<file path="src/design/vhbp_pkg.sv">
// Package for the versioned header byte parser.
// Holds the field codes, header layout constants and the state and result structs.
// Used by vhbp_step and versioned_header_byte_parser_top; depends on nothing.
package vhbp_pkg;

  // Field identifiers carried on field_id.
  localparam logic [2:0] FID_LENGTH  = 3'd0;
  localparam logic [2:0] FID_VERSION = 3'd1;
  localparam logic [2:0] FID_TYPE    = 3'd2;
  localparam logic [2:0] FID_REQUEST = 3'd3;
  localparam logic [2:0] FID_CRC     = 3'd4;
  localparam logic [2:0] FID_DEVICE  = 3'd5;
  localparam logic [2:0] FID_USER    = 3'd6;
  localparam logic [2:0] FID_NAME    = 3'd7;

  // Header byte positions.
  localparam logic [5:0] POS_START       = 6'd0;
  localparam logic [5:0] POS_LENGTH_END  = 6'd4;
  localparam logic [5:0] POS_VERSION     = 6'd5;
  localparam logic [5:0] POS_TYPE_END    = 6'd7;
  localparam logic [5:0] POS_REQUEST     = 6'd8;
  localparam logic [5:0] POS_SHORT_CRC   = 6'd10;
  localparam logic [5:0] POS_LONG_CRC    = 6'd12;
  localparam logic [5:0] POS_DEVICE_END  = 6'd14;
  localparam logic [5:0] POS_NAME_START  = 6'd15;
  localparam logic [5:0] POS_USER_END    = 6'd18;

  // Header lengths for the fixed layouts.
  localparam logic [5:0] LEN_VERSION_ZERO = 6'd11;
  localparam logic [5:0] LEN_LONG_CRC     = 6'd13;
  localparam logic [5:0] LEN_USER_ID      = 6'd19;

  // Version codes that select the layout.
  localparam logic [7:0] VER_ZERO     = 8'd0;
  localparam logic [7:0] VER_USER_ID  = 8'd1;
  localparam logic [7:0] VER_LONG_CRC = 8'h05;

  // Parser state carried between bytes.
  typedef struct packed {
    logic [5:0]  byte_position;
    logic [31:0] field_accumulator;
    logic [7:0]  version_seen;
    logic        header_complete;
  } vhbp_state_t;

  // One result beat.
  typedef struct packed {
    logic        field_valid;
    logic [2:0]  field_id;
    logic [31:0] field_value;
    logic [4:0]  name_index;
    logic        header_done;
    logic [5:0]  header_length;
    logic        truncated;
  } vhbp_result_t;

endpackage

</file>
<file path="src/design/vhbp_step.sv">
// Next-state and result logic of the parser for one message byte.
// Purely combinational; uses the types and constants of vhbp_pkg.
module vhbp_step #(
  parameter int NAME_BYTES = 20
) (
  input  vhbp_pkg::vhbp_state_t  state_i,
  input  logic [7:0]             data_byte_i,
  input  logic                   last_byte_i,
  output vhbp_pkg::vhbp_state_t  state_o,
  output vhbp_pkg::vhbp_result_t result_o,
  output logic                   emit_o
);
  import vhbp_pkg::*;

  localparam logic [5:0] NameLastPos = 6'(15 + NAME_BYTES - 1);
  localparam logic [5:0] NameHdrLen  = 6'(15 + NAME_BYTES);

  logic [5:0]  pos;
  logic [31:0] acc_shift;
  logic [7:0]  ver;
  logic        have;
  logic        done;
  logic [2:0]  fid;
  logic [31:0] fval;
  logic [4:0]  nidx;
  logic [5:0]  hlen;

  assign pos       = state_i.byte_position;
  assign acc_shift = {state_i.field_accumulator[23:0], data_byte_i};
  assign ver       = (pos == POS_VERSION) ? data_byte_i : state_i.version_seen;

  // Decode which field, if any, this byte completes.
  always_comb begin
    have = 1'b0;
    done = 1'b0;
    fid  = FID_LENGTH;
    fval = '0;
    nidx = '0;
    hlen = '0;
    if (pos == POS_LENGTH_END) begin
      have = 1'b1; fid = FID_LENGTH; fval = acc_shift;
    end else if (pos == POS_VERSION) begin
      have = 1'b1; fid = FID_VERSION; fval = {24'd0, data_byte_i};
    end else if (pos == POS_TYPE_END) begin
      have = 1'b1; fid = FID_TYPE; fval = acc_shift;
    end else if (pos == POS_REQUEST) begin
      have = 1'b1; fid = FID_REQUEST; fval = {24'd0, data_byte_i};
    end else if (pos > POS_REQUEST) begin
      if (ver >= VER_LONG_CRC) begin
        if (pos == POS_LONG_CRC) begin
          have = 1'b1; fid = FID_CRC; fval = acc_shift;
          done = 1'b1; hlen = LEN_LONG_CRC;
        end
      end else if (pos == POS_SHORT_CRC) begin
        have = 1'b1; fid = FID_CRC; fval = acc_shift;
        if (ver == VER_ZERO) begin
          done = 1'b1; hlen = LEN_VERSION_ZERO;
        end
      end else if (pos == POS_DEVICE_END) begin
        have = 1'b1; fid = FID_DEVICE; fval = acc_shift;
      end else if (pos >= POS_NAME_START) begin
        if (ver == VER_USER_ID) begin
          if (pos == POS_USER_END) begin
            have = 1'b1; fid = FID_USER; fval = acc_shift;
            done = 1'b1; hlen = LEN_USER_ID;
          end
        end else begin
          have = 1'b1; fid = FID_NAME; fval = {24'd0, data_byte_i};
          nidx = 5'(pos - POS_NAME_START);
          if (pos == NameLastPos) begin
            done = 1'b1; hlen = NameHdrLen;
          end
        end
      end
    end
  end

  // Update the state and assemble the result beat.
  always_comb begin
    state_o  = state_i;
    result_o = '0;
    emit_o   = 1'b0;
    if (state_i.header_complete) begin
      // Trailing bytes are dropped; the last one rearms the parser.
      if (last_byte_i) begin
        state_o = '0;
      end
    end else begin
      state_o.field_accumulator = (pos == POS_START || have) ? 32'd0 : acc_shift;
      state_o.byte_position     = pos + 6'd1;
      state_o.version_seen      = ver;
      state_o.header_complete   = done;
      result_o.field_valid      = have;
      result_o.field_id         = have ? fid : 3'd0;
      result_o.field_value      = have ? fval : 32'd0;
      result_o.name_index       = (have && fid == FID_NAME) ? nidx : 5'd0;
      result_o.header_done      = done;
      result_o.header_length    = done ? hlen : 6'd0;
      if (last_byte_i) begin
        state_o            = '0;
        result_o.truncated = !done;
      end
      emit_o = have || result_o.truncated;
    end
  end

endmodule

</file>
<file path="src/design/versioned_header_byte_parser_top.sv">
// Throughput: one byte per cycle unless a byte with a result beat meets a blocked output;
// a byte sits in an input register while the parse step runs, and its result goes to an
// output register that parts the two sides.
// Reset (rst_ni low, asynchronous): parser state and both stages clear, no beat pending.
// Top level of the versioned header byte parser; depends on vhbp_pkg and vhbp_step.
module versioned_header_byte_parser_top #(
  parameter int NAME_BYTES = 20
) (
  input  logic        clk_i,
  input  logic        rst_ni,
  input  logic        in_valid_i,
  output logic        in_stall_o,
  input  logic [7:0]  data_byte_i,
  input  logic        last_byte_i,
  output logic        out_valid_o,
  input  logic        out_stall_i,
  output logic        field_valid_o,
  output logic [2:0]  field_id_o,
  output logic [31:0] field_value_o,
  output logic [4:0]  name_index_o,
  output logic        header_done_o,
  output logic [5:0]  header_length_o,
  output logic        truncated_o
);
  import vhbp_pkg::*;

  localparam logic [5:0] NameHdrLen = 6'(15 + NAME_BYTES);

  logic         in_valid_q, in_valid_d;
  logic [7:0]   in_byte_q;
  logic         in_last_q;
  vhbp_state_t  state_q, state_d;
  vhbp_state_t  step_state;
  vhbp_result_t step_result;
  logic         step_emit;
  logic         out_valid_q, out_valid_d;
  vhbp_result_t out_q;
  logic         out_free;
  logic         in_fire;
  logic         in_accept;

  // Parse step for the byte held in the input register.
  vhbp_step #(
    .NAME_BYTES(NAME_BYTES)
  ) u_step (
    .state_i    (state_q),
    .data_byte_i(in_byte_q),
    .last_byte_i(in_last_q),
    .state_o    (step_state),
    .result_o   (step_result),
    .emit_o     (step_emit)
  );

  // Handshake: the held byte retires unless it has a beat and the output is blocked.
  assign out_free   = !out_valid_q || !out_stall_i;
  assign in_fire    = in_valid_q && (!step_emit || out_free);
  assign in_stall_o = in_valid_q && !in_fire;
  assign in_accept  = in_valid_i && !in_stall_o;

  assign in_valid_d  = in_accept ? 1'b1 : (in_fire ? 1'b0 : in_valid_q);
  assign state_d     = in_fire ? step_state : state_q;
  assign out_valid_d = (in_fire && step_emit) ? 1'b1 : (out_free ? 1'b0 : out_valid_q);

  // Control registers.
  always_ff @(posedge clk_i or negedge rst_ni) begin
    if (!rst_ni) begin
      in_valid_q  <= 1'b0;
      out_valid_q <= 1'b0;
      state_q     <= '0;
    end else begin
      in_valid_q  <= in_valid_d;
      out_valid_q <= out_valid_d;
      state_q     <= state_d;
    end
  end

  // Payload registers for the input byte and the result beat.
  always_ff @(posedge clk_i) begin
    if (in_accept) begin
      in_byte_q <= data_byte_i;
      in_last_q <= last_byte_i;
    end
    if (in_fire && step_emit) begin
      out_q <= step_result;
    end
  end

  assign out_valid_o     = out_valid_q;
  assign field_valid_o   = out_q.field_valid;
  assign field_id_o      = out_q.field_id;
  assign field_value_o   = out_q.field_value;
  assign name_index_o    = out_q.name_index;
  assign header_done_o   = out_q.header_done;
  assign header_length_o = out_q.header_length;
  assign truncated_o     = out_q.truncated;

`ifndef NO_ASSERTIONS
  // A beat always carries a field or a truncation flag.
  a_beat_has_content: assert property (@(posedge clk_i) disable iff (!rst_ni)
    out_valid_o |-> (field_valid_o || truncated_o))
    else $error("result beat carries neither field nor truncation");

  // A completed header is never also truncated and always carries its last field.
  a_done_not_trunc: assert property (@(posedge clk_i) disable iff (!rst_ni)
    (out_valid_o && header_done_o) |-> (field_valid_o && !truncated_o))
    else $error("header_done with truncated or without field");

  // Header length takes one of the layout values.
  a_header_len: assert property (@(posedge clk_i) disable iff (!rst_ni)
    (out_valid_o && header_done_o) |->
      (header_length_o == LEN_VERSION_ZERO || header_length_o == LEN_LONG_CRC ||
       header_length_o == LEN_USER_ID || header_length_o == NameHdrLen))
    else $error("unexpected header length");

  // Name index is zero except on name bytes.
  a_name_idx: assert property (@(posedge clk_i) disable iff (!rst_ni)
    (out_valid_o && field_id_o != FID_NAME) |-> (name_index_o == 5'd0))
    else $error("name index set on a non-name field");

  // The input side only stalls while a byte waits in the input register.
  a_stall_held: assert property (@(posedge clk_i) disable iff (!rst_ni)
    in_stall_o |-> (in_valid_q && out_valid_q && out_stall_i))
    else $error("input stalled without a blocked output");
`endif

endmodule

</file>
<file path="config.mk">
export PLATFORM = sky130hd
export DESIGN_NAME = versioned_header_byte_parser_top
export DESIGN_NICKNAME = d
export VERILOG_FILES = /design/src/design/vhbp_pkg.sv /design/src/design/vhbp_step.sv /design/src/design/versioned_header_byte_parser_top.sv
export SDC_FILE = /design/constraint.sdc
export NUM_CORES = 1
export LEC_CHECK = 0
export ABC_AREA = 1
export BUFFER_PORTS_ARGS = -buffer_cell sky130_fd_sc_hd__buf_2
export CAP_MARGIN = 30
export CORE_MARGIN = 1.5
export CORE_UTILIZATION = 60
export DETAILED_ROUTE_END_ITERATION = 6
export GPL_ROUTABILITY_DRIVEN = 0
export PLACE_DENSITY = 0.83
export SLEW_MARGIN = 0
export SYNTH_ARGS = -nofsm -noshare
export SYNTH_HDL_FRONTEND = slang
export SYNTH_SLANG_ARGS = --single-unit
</file>
<file path="constraint.sdc">
create_clock -name clk_i -period 5.97 [get_ports clk_i]
set_input_delay 1.194 -clock clk_i [delete_from_list [all_inputs] [get_ports clk_i]]
set_output_delay 1.194 -clock clk_i [all_outputs]
set_load 0.005 [all_outputs]
</file>
==> flow_summary.ini <==
[outcome]
status = completed

[pwr]
clkPwrFrac_pct = 28.1
total_power_w = 0.00146
swShare_pct = 30.7
p_int_w = 0.00101
vdd_ir_drop_max_v = 0.000177
p_sw_w = 0.000449
combPwrFrac_pct = 16.5
powerDensity_nw_per_um2 = 273
p_leak_nw = 2.59
seqPwrFrac_pct = 55.4

[clocking]
clkTransAtPathRegs_ns = 0.10
htree_levels = 3
cts.sinks = 99
postCtsHoldBufs = 0
cts_tree = yes
cts_setup_buffers = 0
insertion_delay_ns = 0.37
clk_root_buffer_cell = clkbuf_8
post_cts_resized = 0
clk_path_buf_depth = 2
cts_buffers = 9

[floorplanning]
die_w_um = 92.5
coreArea_um2 = 7730
num_io_pins = 64
start_util_pct = 62.3
rows = 32
dieArea_um2 = 8560
die_y_um = 92.5

[final_layout]
nNetsFinal = 576
final_common_cell = nand2_1
area_delta_synth_final_pct = 11.4
final_cell_area_um2 = 5360
antenna_cells = 0
drive_above_1_share_pct = 23.8
final_cell_mix = nand2_1 (135), buf_2 (63), edfxtp_1 (58), inv_1 (54), nand4_1 (49)

[critical_path]
end_kind = output port
reg2reg_depth = 18
worstPathCellList = inv_1, ha_1, nand3_2, nand2_1, nand2_1, nand2_1, nor2_8, nand2_2, nand2_1, nand2_1, nand2_2, nand4_4, nand2_2, nand2_2, nand2_4, nor2_1, buf_2
cpMostUsedCell = nand2_1
critical-path-max-stage-delay_ns = 0.45
endpoint = in_stall_o
reg2reg_from = state_q[42]$_DFFE_PN0P_
cp.arrival_ns = 3.56
crit_required_ns = 4.78
cpMaxStageDelayCell = dfrtp_1
cp_max_fo = 42
start_kind = flip-flop
crit_start = state_q[42]$_DFFE_PN0P_
critical_path_class = reg2out
rrSetupSlack_ns = 2.01
reg2reg_to = state_q[11]$_DFFE_PN0P_

[sta]
finalSetupTns_ns = 0
post-route-min-period_ns = 4.75
rsz0062_at_grt = no
slew_violations = 0
fin_worst_skew_ns = 0.0108
fmax_mhz = 210
finalHoldViolCount = 0
worstMarginPinSlew_ns = 1.00
fin_crit_sh_pct = 79.6
setup_violations = 0
maxSlewHeadroom_pct = 33.1
setup_slack_ns = 1.22

[global_routing]
grt_pass1_wl_um = 16100
grt_antenna_before_repair = 0
grt_overflow = 0
grt.total_usage_pct = 24.6
grt_pass1_vias = 3376
grt_start_max_net_pins = 50

[job]
cap_violations = 0

[place]
dp_hpwl_um = 6590
placed_cell_area_um2 = 5130
dpl_worst_slack_ns = 1.73
io_buffers = 63

[synthesis]
syn_avg_cell_area_um2 = 9.49
synth.yosys.seq_area_share_pct = 57.5
synth-seq-cells = 99
ys_warn_count = 0
netlist_instances = 507
synth_cell_types = 37
syn-cell-area_um2 = 4810
syn_nets = 524

[detailed_routing]
vias = 3653
ant_nets = 0
first_iter_violations = 315
wl_per_cell_um = 14.5
drt-pass1-iter-count = 5
wirelength_um = 9650
drc = 0
vias_per_cell = 5.48

[min_path]
hold_path.class = reg2reg
cell type report:
| cell class | count | area [um2] |
|---|---|---|
| clock inverters | 7 | 68.8 |
| well taps | 102 | 128 |
| repair buffers | 68 | 398 |
| fillers | 609 | 2370 |
| inverters | 58 | 220 |
| multi-input cells | 323 | 1650 |
| flip-flops and latches | 99 | 2770 |
| clock buffers | 9 | 124 |
stage by stage:
stage | hold WS, ns | instances | util [%]
final | 0.480 | 666 | 69.3
after global routing | 0.502 | 666 | 69.3
after CTS | 0.483 | 664 | 68.8
after detailed placement | 0.459 | 648 | 66.3
after global placement | 0.454 | 647 | 66.0
after floorplan | 0.442 | 507 | -
flip-flops by register name (all words and copies together), names as in the netlist:
signal,flops
in_byte_q,8
truncated_o,1
out_valid_o,1
in_last_q,1
field_valid_o,1
header_done_o,1
name_index_o,5
field_id_o,3
state_q,39
field_value_o,32
header_length_o,6
in_valid_q,1
layer usage:
layer,global-route usage (%),wire length (um)
met5,0,0
met4,8.59,179
met3,5.09,687
met2,37.4,4630
met1,35.4,4160
critical path, delay by kind of cell (launching register included):
kind / cells / cell delay, ns
buffers and inverters: 2 / 0.24
adder cells (fa/ha/maj): 1 / 0.44
AND/OR/NAND/NOR: 14 / 2.03
flip-flops: 1 / 0.45
synth_stat cells:
| master | count | area [um2] |
|---|---|---|
| nand2_1 | 135 | 507 |
| a21oi_1 | 2 | 10.0 |
| inv_4 | 1 | 6.26 |
| o211ai_1 | 1 | 7.51 |
| nand4_4 | 1 | 21.3 |
| buf_8 | 2 | 30.0 |
| xor2_1 | 3 | 26.3 |
| o21ai_1 | 2 | 10.0 |
| nand3_1 | 10 | 50.1 |
| a211oi_1 | 1 | 7.51 |
| nand2_2 | 31 | 194 |
| clkbuf_1 | 10 | 37.5 |
| inv_1 | 55 | 206 |
| a31oi_1 | 1 | 6.26 |
| nand2_4 | 3 | 33.8 |
| ha_1 | 4 | 50.1 |
| inv_2 | 1 | 3.75 |
| o21ai_0 | 2 | 10.0 |
| nor4_1 | 2 | 12.5 |
| buf_2 | 10 | 50.1 |
| nand3_2 | 2 | 20.0 |
| nand3_4 | 1 | 17.5 |
| nor3_1 | 16 | 80.1 |
| or2_2 | 1 | 6.26 |
| nor2_1 | 47 | 176 |
| clkinv_1 | 1 | 3.75 |
| nor2_2 | 1 | 6.26 |
| nand4_2 | 1 | 12.5 |
| nor2_4 | 4 | 45.0 |
| dfrtp_1 | 41 | 1030 |
| buf_6 | 4 | 45.0 |
| nand4_1 | 49 | 307 |
| buf_4 | 1 | 7.51 |
| nor2_8 | 1 | 20.0 |
| o21ai_2 | 1 | 8.76 |
| edfxtp_1 | 58 | 1740 |
| nor3b_1 | 1 | 7.51 |
kinds of logic after synthesis:
logic type                 Yosys count  synth area share, %
buffers and inverters               85                 8.11
DFF                                 99                 57.5
and+or+nand+nor                    306                 31.5
AOI/OAI and AO/OA                   10                 1.25
adders and majority gates            4                 1.04
xor gates and xnor gates             3                0.546
power groups by stage:
stage / clock (W) / combinational [W] / sequential, W
2_1_floorplan: 0 / 0.000171 / 0.000820
3_3_place_gp: 0 / 0.000222 / 0.000823
3_5_place_dp: 0 / 0.000235 / 0.000825
4_1_cts: 0.000415 / 0.000235 / 0.000811
5_1_grt: 0.000443 / 0.000270 / 0.000815
6_report: 0.000411 / 0.000241 / 0.000810
worst min path at each step:
stage	startpoint	endpoint	slack, ns	cells past startpoint
global route	state_q[7]$_DFFE_PN0P_	state_q[7]$_DFFE_PN0P_	0.50	2
CTS	state_q[32]$_DFFE_PN0P_	state_q[32]$_DFFE_PN0P_	0.48	2
floorplan	state_q[2]$_DFFE_PN0P_	state_q[2]$_DFFE_PN0P_	0.44	2
detailed placement	state_q[32]$_DFFE_PN0P_	state_q[32]$_DFFE_PN0P_	0.46	2
global placement	state_q[32]$_DFFE_PN0P_	state_q[32]$_DFFE_PN0P_	0.45	2
finish	state_q[3]$_DFFE_PN0P_	state_q[3]$_DFFE_PN0P_	0.48	2
No activity file was read; power rests on OpenSTA's default activity.
